File: src/rtl/core/assert_macros.svh
// Assertion macros shared by the grid bucket RTL.
`ifndef ASSERT_MACROS_SVH
`define ASSERT_MACROS_SVH

// Clocked property, off while reset is asserted.
`define ASSERT_CLK(lbl, prop, msg) \
  lbl: assert property (@(posedge clk_i) disable iff (!rst_ni) (prop)) else $error(msg);

// Condition that must never be true.
`define ASSERT_NEVER(lbl, expr, msg) \
  `ASSERT_CLK(lbl, !(expr), msg)

`endif

File: src/rtl/core/gbnp_pkg.sv
// Package: types, codes and constants of the grid bucket nearest point block.
`timescale 1ns / 1ps
package gbnp_pkg;

  localparam int COORD_BITS = 20;
  localparam int IDENT_BITS = 16;
  localparam int GDIM_W     = 13;
  localparam int PROD_W     = 2 * GDIM_W + 1;
  localparam int XW         = (COORD_BITS > GDIM_W) ? COORD_BITS : GDIM_W;
  localparam int CFG_W      = XW;
  localparam int CFG_IDX_W  = 3;
  localparam int SQ_W       = 2 * COORD_BITS;
  localparam int DIST_W     = SQ_W + 1;
  localparam int DIV_CNT_W  = $clog2(COORD_BITS + 1);
  localparam int NB_W       = 4;
  localparam logic [NB_W-1:0] NB_LAST = NB_W'(8);

  typedef enum logic [1:0] {
    KIND_INS_POINT = 2'd0,
    KIND_INS_PAIR  = 2'd1,
    KIND_QRY_POINT = 2'd2,
    KIND_QRY_PAIR  = 2'd3
  } kind_e;

  typedef enum logic [1:0] {
    ST_OK            = 2'd0,
    ST_OUT_OF_DOMAIN = 2'd1,
    ST_BUCKET_FULL   = 2'd2,
    ST_NONE_FOUND    = 2'd3
  } status_e;

  typedef enum logic [CFG_IDX_W-1:0] {
    CFG_DOMAIN_MIN_COLUMN = 3'd0,
    CFG_DOMAIN_MIN_ROW    = 3'd1,
    CFG_DOMAIN_MAX_COLUMN = 3'd2,
    CFG_DOMAIN_MAX_ROW    = 3'd3,
    CFG_CELL_SIZE         = 3'd4,
    CFG_GRID_COLUMNS_USED = 3'd5,
    CFG_GRID_ROWS_USED    = 3'd6
  } cfg_index_e;

  typedef enum logic [1:0] {
    STEP_ZERO  = 2'd0,
    STEP_PLUS  = 2'd1,
    STEP_MINUS = 2'd2
  } step_e;

  // Neighbor scan order: own cell, right column, left column, then above/below.
  localparam step_e SCAN_DC [0:8] = '{STEP_ZERO, STEP_PLUS, STEP_PLUS, STEP_PLUS,
    STEP_MINUS, STEP_MINUS, STEP_MINUS, STEP_ZERO, STEP_ZERO};
  localparam step_e SCAN_DR [0:8] = '{STEP_ZERO, STEP_ZERO, STEP_PLUS, STEP_MINUS,
    STEP_ZERO, STEP_PLUS, STEP_MINUS, STEP_PLUS, STEP_MINUS};

  typedef enum logic [3:0] {
    S_CLEAR, S_IDLE, S_CHECK, S_DIV, S_CELL, S_NB, S_NB_CHK, S_CNT, S_SCAN,
    S_DRAIN, S_RES
  } state_e;

  typedef struct packed {
    kind_e                 kind;
    logic [COORD_BITS-1:0] point_column;
    logic [COORD_BITS-1:0] point_row;
    logic [IDENT_BITS-1:0] pair_ident;
    logic [COORD_BITS-1:0] pair_column;
    logic [COORD_BITS-1:0] pair_row;
    logic [COORD_BITS-1:0] tolerance;
  } in_item_t;

  typedef struct packed {
    status_e               status;
    logic [COORD_BITS-1:0] found_column;
    logic [COORD_BITS-1:0] found_row;
  } out_item_t;

  typedef struct packed {
    logic [COORD_BITS-1:0] column;
    logic [COORD_BITS-1:0] row;
    logic                  has_pair;
    logic [IDENT_BITS-1:0] pair_ident;
    logic [COORD_BITS-1:0] pair_column;
    logic [COORD_BITS-1:0] pair_row;
  } entry_t;

  typedef struct packed {
    logic            capture;
    logic            start;
    logic            cell_load;
    logic            nb_load;
    logic [NB_W-1:0] nb_k;
    logic            cnt_rd;
    logic            ins_wr;
    logic            clr_wr;
    logic            scan_start;
    logic            scan_issue;
    logic            out_load;
    status_e         out_status;
    logic            out_point;
  } cmd_t;

  typedef struct packed {
    logic clr_last;
    logic is_query;
    logic ood;
    logic div_busy;
    logic cell_out;
    logic nb_ok;
    logic bucket_full;
    logic bucket_empty;
    logic scan_last;
    logic pipe_busy;
    logic found;
  } stat_t;

endpackage

File: src/rtl/core/gbnp_ctrl.sv
// Controller: sequences insert, query and clearing steps of the datapath.
`timescale 1ns / 1ps
`include "assert_macros.svh"
module gbnp_ctrl import gbnp_pkg::*; (
  input  logic  clk_i,
  input  logic  rst_ni,
  input  logic  in_valid_i,
  output logic  in_stall_o,
  output logic  out_valid_o,
  input  logic  out_stall_i,
  output cmd_t  cmd_o,
  input  stat_t st_i
);

  state_e          state_q, state_d;
  status_e         status_q, status_d;
  logic [NB_W-1:0] k_q, k_d;
  logic            out_valid_q, out_valid_d;

  always_ff @(posedge clk_i or negedge rst_ni) begin
    if (!rst_ni) begin
      state_q     <= S_CLEAR;
      status_q    <= ST_OK;
      k_q         <= '0;
      out_valid_q <= 1'b0;
    end else begin
      state_q     <= state_d;
      status_q    <= status_d;
      k_q         <= k_d;
      out_valid_q <= out_valid_d;
    end
  end

  always_comb begin
    state_d    = state_q;
    status_d   = status_q;
    k_d        = k_q;
    out_valid_d = out_valid_q && out_stall_i;
    in_stall_o = 1'b1;
    cmd_o      = '0;
    cmd_o.nb_k = k_q;
    cmd_o.out_status = status_q;
    cmd_o.out_point  = st_i.is_query && (status_q == ST_OK);

    case (state_q)
      S_CLEAR: begin
        cmd_o.clr_wr = 1'b1;
        if (st_i.clr_last) begin
          state_d = S_IDLE;
        end
      end
      S_IDLE: begin
        in_stall_o = 1'b0;
        if (in_valid_i) begin
          cmd_o.capture = 1'b1;
          state_d = S_CHECK;
        end
      end
      S_CHECK: begin
        if (st_i.ood) begin
          status_d = ST_OUT_OF_DOMAIN;
          state_d  = S_RES;
        end else begin
          cmd_o.start = 1'b1;
          state_d = S_DIV;
        end
      end
      S_DIV: begin
        if (!st_i.div_busy) begin
          state_d = S_CELL;
        end
      end
      S_CELL: begin
        if (st_i.cell_out) begin
          status_d = ST_OUT_OF_DOMAIN;
          state_d  = S_RES;
        end else begin
          cmd_o.cell_load = 1'b1;
          k_d     = '0;
          state_d = S_NB;
        end
      end
      S_NB: begin
        cmd_o.nb_load = 1'b1;
        state_d = S_NB_CHK;
      end
      S_NB_CHK: begin
        if (st_i.nb_ok) begin
          cmd_o.cnt_rd = 1'b1;
          state_d = S_CNT;
        end else if (k_q == '0) begin
          // own cell outside the grid
          status_d = ST_OUT_OF_DOMAIN;
          state_d  = S_RES;
        end else if (k_q == NB_LAST) begin
          state_d = S_DRAIN;
        end else begin
          k_d     = k_q + NB_W'(1);
          state_d = S_NB;
        end
      end
      S_CNT: begin
        if (!st_i.is_query) begin
          if (st_i.bucket_full) begin
            status_d = ST_BUCKET_FULL;
          end else begin
            cmd_o.ins_wr = 1'b1;
            status_d = ST_OK;
          end
          state_d = S_RES;
        end else if (!st_i.bucket_empty) begin
          cmd_o.scan_start = 1'b1;
          state_d = S_SCAN;
        end else if (k_q == NB_LAST) begin
          state_d = S_DRAIN;
        end else begin
          k_d     = k_q + NB_W'(1);
          state_d = S_NB;
        end
      end
      S_SCAN: begin
        cmd_o.scan_issue = 1'b1;
        if (st_i.scan_last) begin
          if (k_q == NB_LAST) begin
            state_d = S_DRAIN;
          end else begin
            k_d     = k_q + NB_W'(1);
            state_d = S_NB;
          end
        end
      end
      S_DRAIN: begin
        if (!st_i.pipe_busy) begin
          status_d = st_i.found ? ST_OK : ST_NONE_FOUND;
          state_d  = S_RES;
        end
      end
      S_RES: begin
        if (!out_valid_q || !out_stall_i) begin
          cmd_o.out_load = 1'b1;
          out_valid_d = 1'b1;
          state_d = S_IDLE;
        end
      end
      default: state_d = S_IDLE;
    endcase
  end

  assign out_valid_o = out_valid_q;

  `ASSERT_NEVER(a_wr_excl, cmd_o.ins_wr && cmd_o.clr_wr, "insert during clear")
  `ASSERT_CLK(a_res_drained, (state_q == S_RES) |-> !st_i.pipe_busy, "result before drain")
  `ASSERT_CLK(a_div_done, (state_q == S_CELL) |-> !st_i.div_busy, "cell check before divide")

endmodule

File: config.mk
export PLATFORM = sky130hd
export DESIGN_NAME = gbnp_ctrl
export DESIGN_NICKNAME = d
export VERILOG_FILES = /design/src/rtl/core/gbnp_pkg.sv /design/src/rtl/core/gbnp_ctrl.sv
export VERILOG_INCLUDE_DIRS = /design/src /design/src/rtl/core
export SDC_FILE = /design/constraint.sdc
export NUM_CORES = 1
export LEC_CHECK = 0
export BUFFER_PORTS_ARGS = -buffer_cell sky130_fd_sc_hd__clkbuf_2
export CAP_MARGIN = 30
export CORE_MARGIN = 3
export CORE_UTILIZATION = 35
export CTS_CLUSTER_SIZE = 14
export DETAILED_ROUTE_END_ITERATION = 6
export MAX_ROUTING_LAYER = met4
export PLACE_DENSITY = 0.58
export SLEW_MARGIN = 10
export SYNTH_ARGS = -nofsm -noshare
export SYNTH_HDL_FRONTEND = slang
export SYNTH_SLANG_ARGS = --single-unit
File: constraint.sdc
create_clock -name clk_i -period 1.8 [get_ports clk_i]
set_input_delay 0.36 -clock clk_i [delete_from_list [all_inputs] [get_ports clk_i]]
set_output_delay 0.36 -clock clk_i [all_outputs]
set_load 0.01 [all_outputs]
# == Word level (Yosys, flattened, before mapping) ==
# Cells that the tools add are included.
# Widths: inputs -> output; s select.
# word_totals
reg_bits,11
latchBits,0
mem_bits_rw,0
romBits,0
in_bits,15
out_inout_bits,19
word_cells,97
n_memories,0
# op_classes
n_addsub,1
n_mul,0
n_div,0
order_cmp,0
n_eq_ne,26
shift,0
muxes,53
bitwise_logic,0
reduce_logical,13
# op_table
op,count
$mux 4,20
$pmux 4 s11,1
$ne 2x2->1 const B,15
$mux 1,22
$eq 4x3->1 const B,4
$eq 4x4->1 const B,4
$mux 2,8
$pmux 4 s4,1
$reduce_and 7->1,2
$pmux 2 s5,1
$eq 4x2->1 const B,2
$logic_not 4->1,2
$reduce_and 6->1,1
$reduce_bool 5->1,1
$add 4x1->4 const B,1
$eq 4x1->1 const B,1
$reduce_bool 4->1,1
$logic_and 1x1->1,2
$logic_not 1->1,2
$logic_not 2->1,1
$logic_or 1x1->1,1

# == Depth between registers and ports, before layout ==
# Gate-level depths: netlist of the first run.
# depth
ltp_word,5
mapped_depth,7
depth_no_buf,7

# == Worst setup path before layout of the first run ==
# Ideal clock, no wire load.
# synth_path
kind,register -> output
from,register state_q[0]
to,output cmd_o[14] (netlist bit)
t_arrival_ns,1.289
required_ns,1.440
setup_slack_ns,0.151
path_stages_with_launch,4
path_buffers,2
path_cell_list,dfrtp_1 > buf_4 > clkbuf_1 > nor4b_1
# synth_lines
item,line,rtl
"start, declared",gbnp_ctrl.sv:15,"state_e state_q, state_d;"
"start signal, assigned",gbnp_ctrl.sv:27,state_q <= state_d;
"end, declared",gbnp_ctrl.sv:11,"output cmd_t cmd_o,"

==> impl_metrics.ini, run 1 <==
[clock_tree]
cts_tree = yes
cts-root-buf = clkbuf_4
clkSinkCount = 11
clk_latency_ps = 280
cts_max_level = 1
clk_pin_slew_worst_paths_ps = 80
cts_buffer_depth = 2
cts_made_buffers = 3

[synthesis]
synth_commonest_cells = 16 x nand2_1, 11 x dfrtp_1, 9 x nor2_1
syn_nets = 151
synthCells = 133
syn_area_mm2 = 0.001087
post-synth-top-count-cell = nand2_1
synth_top_flop_cell = dfrtp_1
ys_top_cells_by_area = dfrtp_1 25%, nand2_1 5.5%, ha_1 3.5%
yosys_register_bits = 11
ys_seq_area_share_pct = 25.32
synth_top_area_cell = dfrtp_1
synth_top_area_share_pct = 25.32
synth_edf_count = 0
ys_warn_count = 0
postSynthAreaPerCell_um2 = 8.175
synth.distinct_cells = 54
synthArstFlopShare_pct = 100.0

[timing]
setup_viol = 6
finalWorstSetupSlack_ps = -62.04
post-route-period-util_pct = 103.4
finalSetupTns_ps = -181.1
hold_violations = 0
worstMarginPinSlew_ps = 343.9
skew_ps = 8.144
slew_viol_final = 0
fin_crit_ps = 1862
max_freq_mhz = 537.0
slew_headroom_pct = 77.08
rsz0062_at_grt = yes

[worst_setup_path]
critical_path.max_stage_delay_ps = 580
cp.buffers_inverters = 2
crit_start = state_q[2]
start_kind = flop
cp_max_fo = 6
critPathArrivalTime_ps = 1500
r2r_start = state_q[2]
path_delay_family = simple AND/OR/NAND/NOR gates
end_kind = primary output
cp_cell_sequence = or4b_4, inv_4, buf_6
cp_data_required_time_ps = 1440
criticalPathCategory = reg -> out
cp_slowest_cell = or4b_4
rrSetupSlack_ps = -20

[routing]
first_pass_iters = 4
avgViaCountPerCell = 5.596
drt-initial-drc-count = 67
antenna_left = 0
post_drt_wl_per_cell_um = 16.28
wirelength_mm = 3.712
drc = 0
vias = 1276

[power_and_ir_drop]
power.density_mw_per_mm2 = 1462
ir_worst_vdd_v = 0.0007365
leakagePower_nw = 0.7859

[grt]
antenna_found_initial = 0
grtUsageTotal_pct = 20.93
grt-ovfl-total = 0
grt_max_degree = 12
grt_pass1_vias = 1222
grt_pass1_wl_mm = 5.727

[layout]
final.fill_count = 241
nets = 216
area_delta_synth_final_pct = 61.80
diodes = 0
fin_util_pct = 61.67
multi_input_area_um2 = 909.6
regArea_um2 = 280.3
drive_gt1_share_pct = 54.31

[die]
core_area_mm2 = 0.002853
io_pins = 34
die_x_um = 61.74
start_util_pct = 38.11
die-area_mm2 = 0.003811
rows = 19
fp.dieH_um = 61.74

[min_path]
holdCritStartpoint = out_stall_i
hp-class = in -> reg

[run_status]
outcome = finished, violations left
violations = negative setup slack

[place]
gp_congestion = 0.9304
port_buffers = 33
hpwl_mm = 2.627

[run]
max_cap_violations = 0
[layout make-up]
| cell class | instances | share of cell area, % |
|---|---|---|
| clock buffers | 4 | 1.494 |
| inverters | 7 | 1.636 |
| multi-input cells | 107 | 51.71 |
| flip-flops and latches | 11 | 15.93 |
| well taps | 31 | 2.205 |
| repair buffers | 68 | 27.03 |
[report_power, final]
group	leakage [nW]	total [mW]	internal, mW	switching (mW)
logic	0.633	1.94	0.992	0.944
registers	0.138	0.454	0.340	0.114
clock network	0.0150	0.182	0.0861	0.0964
total	0.786	2.57	1.42	1.15
[sequential cells by signal, summed over array words and instances (netlist names)]
register,cells
status_q,2
state_q,4
k_q,4
out_valid_o,1
[metrics by stage]
stage,setup WS [ps],hold slack (ps),instances,instance area [um^2],power (mW)
6_report,-62.04,319.6,228,1759,2.572
5_1_grt,-79.25,342.3,228,1759,2.753
4_1_cts,-40.73,315.6,223,1565,2.232
3_5_place_dp,-1.654,256.2,204,1354,1.803
3_3_place_gp,-2.847,254.0,204,1354,1.792
2_1_floorplan,151.2,64.41,133,1087,1.359
[kinds of logic after synthesis]
group | after synthesis | share of synthesized area (%)
adder cells (fa/ha/maj) | 3 | 3.453
multiplexers | 6 | 6.904
AND/OR/NAND/NOR | 61 | 32.22
XOR/XNOR | 1 | 0.8057
AO/OA/AOI/OAI | 36 | 24.28
flip-flops | 11 | 25.32
buffers and inverters | 15 | 7.018
[per-layer routing]
metal	GRT usage, %	routed length (um)	vias to the layer above
met3	4.132	149	9
li1	-	-	622
met1	25.19	1609	604
met4	7.576	74	0
met2	34.68	1879	41
met5	-	0	-
[layout by cell type (no fill, tap or decap), drive strengths merged, types with 6 or more instances in the layout]
cell,instances
buf,43
clkbuf,28
nand2,16
dfrtp,11
nor2,9
o21ai,9
inv,7
nand3,6
a21oi,6
[worst reg2reg max path: cells and delay by family, from the launching register on]
family,cells,cell delay (ps)
compound gates,2,250
buf+inv,1,180
mux,1,170
simple gates,2,670
flops,1,460
[final timing paths]
path / cells after the start / to
min reg2reg: 1 / status_q[0]
min in group asynchronous: 2 / state_q[3]
max in group asynchronous: 2 / state_q[0]
min: 3 / out_valid_o
max: 3 / cmd_o[4]
max reg2reg: 6 / k_q[1]
[what timing repair did]
item                                    CTS  global route
resized for setup                        19            39
pin swaps                                 5            10
buffers inserted                         15             6
cloned                                    0             0
endpoints found under the hold margin    11             0
hold buffers                              1             0
endpoints found under the setup margin   12            20
Power figures use the tool's default switching activity.
==> run 2, diff against run 1 <==
Settings changed: GPL_TIMING_DRIVEN set to 0.
==> run 2 against run 1 <==
Register-to-register slack about the same. The flow still finishes with violations (negative setup slack). Die area unchanged. Wire length fell by 2.7%. Total power down 7.7%. Flip-flop and latch count stayed put. Maximum frequency is 1.8% higher. Clock skew is 6.5 ps lower. Cell count decreased by 4.8%. Combinational power is 8% lower. Critical path depth is the same. Sequential power decreased by 9.9%. Largest cell class unchanged. Core utilization decreased by 4.4 points.
==> impl_metrics.ini, run 2 (same netlist as run 1, synthesis figures left out) <==
[worst_setup_path]
cp.buffers_inverters = 2
cp_max_fo = 3
cp_cell_sequence = or4b_4, inv_4, buf_6
path_delay_family = simple AND/OR/NAND/NOR gates
criticalPathCategory = reg -> out
start_kind = flop
critPathArrivalTime_ps = 1470
end_kind = primary output
cp_data_required_time_ps = 1440
cp_slowest_cell = or4b_4
critical_path.max_stage_delay_ps = 590

[timing]
finalWorstSetupSlack_ps = -29.63
worstMarginPinSlew_ps = 357.8
hold_violations = 0
max_freq_mhz = 546.6
skew_ps = 1.620
setup_viol = 6
rsz0062_at_grt = yes
slew_headroom_pct = 76.15
slew_viol_final = 0
post-route-period-util_pct = 101.6
fin_crit_ps = 1830

[power_and_ir_drop]
power.density_mw_per_mm2 = 1454
switchingPower_mw = 1.106
p_comb_share_pct = 75.5
p_int_mw = 1.268
pwr-share-clk_pct = 7.3
leakagePower_nw = 0.7274
finalPower_mw = 2.374
sw_frac_of_total_pct = 46.60
seqPwrFrac_pct = 17.2
ir_worst_vdd_v = 0.0007097

[routing]
drc = 0
antenna_left = 0
post_drt_wl_per_cell_um = 16.65
maxUsedRoutingLayer = met4
vias = 1258
dr_wl_met2_mm = 1.888
avgViaCountPerCell = 5.797
wl_met3_um = 182
wl_met1_mm = 1.510
drt-initial-drc-count = 46
first_pass_iters = 4
wirelength_mm = 3.612

[clock_tree]
cts_made_buffers = 3
clkSinkCount = 11
cts_tree = yes
clk_latency_ps = 270
cts_buffer_depth = 2
cts_max_level = 1
cts-root-buf = clkbuf_4
clk_pin_slew_worst_paths_ps = 70

[place]
gp_congestion = 0.8995
port_buffers = 33
place_ws_ps = -119.6
dp_cells = 197
hpwl_mm = 2.499

[die]
core_area_mm2 = 0.002853
die_x_um = 61.74
fp.dieH_um = 61.74
die-area_mm2 = 0.003811
rows = 19
io_pins = 34
start_util_pct = 38.11

[grt]
grt_pass1_wl_mm = 5.313
grtUsageTotal_pct = 19.26
antenna_found_initial = 0
grt_max_degree = 12
grt_pass1_vias = 1147
grt-ovfl-total = 0

[layout]
fin_cells = 217
nets = 205
final_cell_mix = 27 x clkbuf_2, 14 x nand2_1, 13 x buf_4
largestRegisters = k_q (4), state_q (4), status_q (2)
diodes = 0
layout.cells.most_common = clkbuf_2
final.fill_count = 271
fin_util_pct = 57.24
drive_gt1_share_pct = 47.85
area_delta_synth_final_pct = 50.17

[min_path]
hp-class = in -> reg

[run_status]
outcome = finished, violations left
violations = negative setup slack

[run]
max_cap_violations = 0
[run 2: final cells by class]
type | count | area (um^2) | share of cell area [%]
buffer | 8 | 87.58 | 5.364
clock buffer | 4 | 26.28 | 1.609
inverter | 7 | 28.78 | 1.762
multi-input combinational | 107 | 869.6 | 53.26
sequential | 11 | 276.5 | 16.93
tap | 31 | 38.79 | 2.375
timing repair buffer | 49 | 305.3 | 18.70
[run 2: stage by stage]
step	hold WS [ps]	instance area, um^2	setup TNS, ps
floorplan	64.41	1087	0
global placement	251.2	1291	-376.4
detailed placement	258.2	1291	-345.2
CTS	324.9	1478	-58.46
global route	344.6	1633	-896.2
finish	325.6	1633	-108.5
[run 2: tightest hold or removal path: cells and delay by family]
kind                   cells  cell delay [ps]
AND/OR/NAND/NOR            2              110
buffers and inverters      1               90
[run 2: path summary, 6_finish.rpt]
path / start / to / slack, ps / cells after the start
max reg2reg: state_q[3] / k_q[0] / -10 / 8
max in group asynchronous: rst_ni / state_q[2] / 1060 / 2
max: state_q[1] / cmd_o[4] / -30 / 3
min reg2reg: out_valid_o / out_valid_o / 530 / 2
min in group asynchronous: rst_ni / state_q[1] / 500 / 2
min: out_stall_i / out_valid_o / 330 / 3
[run 2: timing repair]
action | 4_1_cts | 5_1_grt
setup buffers | 8 | 7
resized for setup | 21 | 33
endpoints found under the hold margin | 11 | 0
pin swaps | 4 | 15
endpoints found under the setup margin | 13 | 16
hold buffers | 1 | 0
[run 2: power by group through the flow]
| stage | clock network [mW] | registers [mW] | logic, mW |
|---|---|---|---|
| final | 0.173 | 0.409 | 1.79 |
| after CTS | 0.172 | 0.405 | 1.54 |
| after floorplan | 0 | 0.426 | 0.934 |
| after detailed placement | 0 | 0.419 | 1.29 |
| after global routing | 0.189 | 0.421 | 1.94 |
| after global placement | 0 | 0.416 | 1.29 |
[run 2: metal layers]
layer  vias to the layer above  GRT usage [%]
met3                         4          4.339
met5                         -              -
li1                        600              -
met1                       616          24.15
met2                        38          32.14
met4                         0          3.333
==> run 3, diff against run 2 <==
Settings changed: ABC_AREA set to 1, MAX_ROUTING_LAYER met4 to unset.
==> run 3 against run 2 <==
The flow now finishes without violations. Worst setup slack improved by 77 ps. Highest routed layer unchanged. Via count rose by 8.2%. Flip-flop and latch count did not move. Critical endpoint is now cmd_o[8]. Die area rose by 4.2%. Largest power group unchanged.
==> impl_metrics.ini, run 3 <==
[worst_setup_path]
cpMostUsedCell = inv_1
cp_slowest_cell = dfrtp_2
criticalPathCategory = reg -> out
cp_data_required_time_ps = 1440
cp_cell_sequence = inv_1, nand2_2, nor2_4, nand2_4, inv_1, clkbuf_2
critical_path.max_stage_delay_ps = 460
cp.buffers_inverters = 3
cp_max_fo = 6
end_kind = primary output
rrSetupSlack_ps = 290
critPathArrivalTime_ps = 1390
start_kind = flop
path_delay_family = flip-flops

[layout]
final_cell_mix = 76 x nand2_1, 33 x clkbuf_2, 30 x inv_1
design_area_mm2 = 0.001484
drive_gt1_share_pct = 28.00
area_delta_synth_final_pct = 30.47
nets = 269
layout.cells.most_common = nand2_1
diodes = 0
fin_util_pct = 48.21
final.fill_count = 358
largestRegisters = k_q (4), state_q (4), status_q (2)

[grt]
antenna_found_initial = 0
grt_pass1_wl_mm = 5.250
grt_pass1_vias = 1186
grt-ovfl-total = 0
met2_usage_pct = 25.56
use_met3_pct = 3.237
grt_max_degree = 12
grtUsageTotal_pct = 16.43
use_met1_pct = 22.22
busiest_layer = met2

[clock_tree]
cts_max_level = 1
clk_pin_slew_worst_paths_ps = 70
cts_buffer_depth = 2
clk_latency_ps = 280
clkSinkCount = 11
cts_made_buffers = 3
cts-root-buf = clkbuf_4
cts_tree = yes

[timing]
holdWs_ps = 300.8
fin_crit_ps = 1753
post-route-period-util_pct = 97.37
rsz0062_at_grt = yes
skew_ps = 6.801
slew_viol_final = 0
slew_headroom_pct = 79.11
max_freq_mhz = 570.5
worstMarginPinSlew_ps = 312.2
setup_viol = 0
finalWorstSetupSlack_ps = 47.26
hold_violations = 0

[synthesis]
synth.distinct_cells = 19
syn_nets = 224
synth_top_flop_cell = dfrtp_1
postSynthAreaPerCell_um2 = 5.521
yosys_register_bits = 11
synth_commonest_cells = 78 x nand2_1, 31 x inv_1, 30 x nor2_1
post-synth-top-count-cell = nand2_1
ys_top_cells_by_area = nand2_1 26%, dfrtp_1 24%, nand3_1 11%
synth-compound-area-share_pct = 3.080
ys_warn_count = 0
synth_top_area_share_pct = 25.74
synthMuxAreaShare_pct = 0
synthArstFlopShare_pct = 100.0
synthAdderAreaFrac_pct = 3.300
synthCells = 206
synth_top_family_by_area = simple AND/OR/NAND/NOR gates
synth_top_area_cell = nand2_1
synth-xor-area-share_pct = 1.540
yosys.area_share.simple_pct = 56.66
ys_seq_area_share_pct = 24.20
synth_edf_count = 0
syn_area_mm2 = 0.001137

[die]
fp.dieH_um = 63.01
die_x_um = 63.01
io_pins = 34
rows = 20
start_util_pct = 36.95
die-area_mm2 = 0.003970
core_area_mm2 = 0.003078

[place]
place_ws_ps = 185.1
hpwl_mm = 2.561
gp_congestion = 0.9050
place_area_mm2 = 0.001358
port_buffers = 33

[power_and_ir_drop]
sw_frac_of_total_pct = 53.30
leakagePower_nw = 0.9519
p_int_mw = 0.8088
p_comb_share_pct = 64.3
ir_worst_vdd_v = 0.0004782
power.density_mw_per_mm2 = 1167
pwr-share-clk_pct = 10.1
seqPwrFrac_pct = 25.6
switchingPower_mw = 0.9230

[routing]
first_pass_iters = 4
avgViaCountPerCell = 4.629
drt-initial-drc-count = 65
wirelength_mm = 3.180
vias = 1361
antenna_left = 0
post_drt_wl_per_cell_um = 10.82
drc = 0

[run]
max_cap_violations = 0

[run_status]
outcome = completed

[min_path]
hp-class = in -> reg
[run 3: cell types whose count changed after synthesis, sizes merged, moves of 4 or more]
cell / change
buf: -6
a21oi: -5
nand2: +65
nor2b: -4
inv: +27
nand3: +20
nor2: +28
[run 3: worst reg2reg max path: stages, from the launching register on]
cell and delay [ps]:
dfrtp_1 460, inv_1 100, ha_1 230, nand3_1 130
inv_1 70, nand2_1 60, nand2_1 60, nor2_2 170
nand3_1 100, nand2_1 80
[run 3: repair_timing]
| item | in CTS | in global routing |
|---|---|---|
| hold endpoints to repair | 11 | 0 |
| pin swaps | 1 | 4 |
| hold buffers | 1 | 0 |
| endpoints found under the setup margin | 3 | 9 |
| buffers inserted | 1 | 5 |
| resized for setup | 3 | 14 |
[run 3: stage by stage]
step	TNS, ps	instances	total power [mW]
finish	0	294	1.732
global route	-177.4	294	1.924
global placement	0	283	1.439
floorplan	0	206	1.139
detailed placement	0	283	1.433
CTS	0	289	1.631
[run 3: cells by family after synthesis]
group | count (synthesis)
AOI/OAI and AO/OA | 7
xor gates and xnor gates | 2
adders and majority gates | 3
buffers and inverters | 34
DFF | 11
and+or+nand+nor | 149
[run 3: power by group through the flow]
| stage | combinational, mW | clock [mW] | sequential, mW |
|---|---|---|---|
| CTS | 1.03 | 0.181 | 0.417 |
| finish | 1.11 | 0.175 | 0.443 |
| global route | 1.27 | 0.202 | 0.454 |
| detailed placement | 1.01 | 0 | 0.418 |
| floorplan | 0.723 | 0 | 0.416 |
| global placement | 1.02 | 0 | 0.419 |
[run 3: path summary, 6_finish.rpt]
| path | end | start | depth (start not counted) |
|---|---|---|---|
| max in group asynchronous | state_q[1] | rst_ni | 2 |
| setup / recovery | cmd_o[8] | state_q[0] | 6 |
| min in group asynchronous | status_q[0] | rst_ni | 2 |
| hold reg to reg | status_q[1] | status_q[1] | 2 |
| hold / removal | out_valid_o | out_stall_i | 3 |
| setup reg to reg | k_q[3] | k_q[0] | 9 |
[run 3: layout make-up]
| class | count | area (um^2) | share of cell area [%] |
|---|---|---|---|
| Tap cell | 44 | 55.05 | 3.710 |
| Sequential cell | 11 | 280.3 | 18.89 |
| Timing Repair Buffer | 40 | 220.2 | 14.84 |
| Multi-Input combinational cell | 161 | 772.0 | 52.02 |
| Clock buffer | 4 | 26.28 | 1.771 |
| Inverter | 34 | 130.1 | 8.769 |
[run 3: routing by layer]
| layer | vias up | share of wire, % |
|---|---|---|
| met5 | - | 0 |
| met4 | 0 | 1.4 |
| met3 | 7 | 4.6 |
| met2 | 36 | 44 |
| met1 | 597 | 50 |
| li1 | 721 | - |
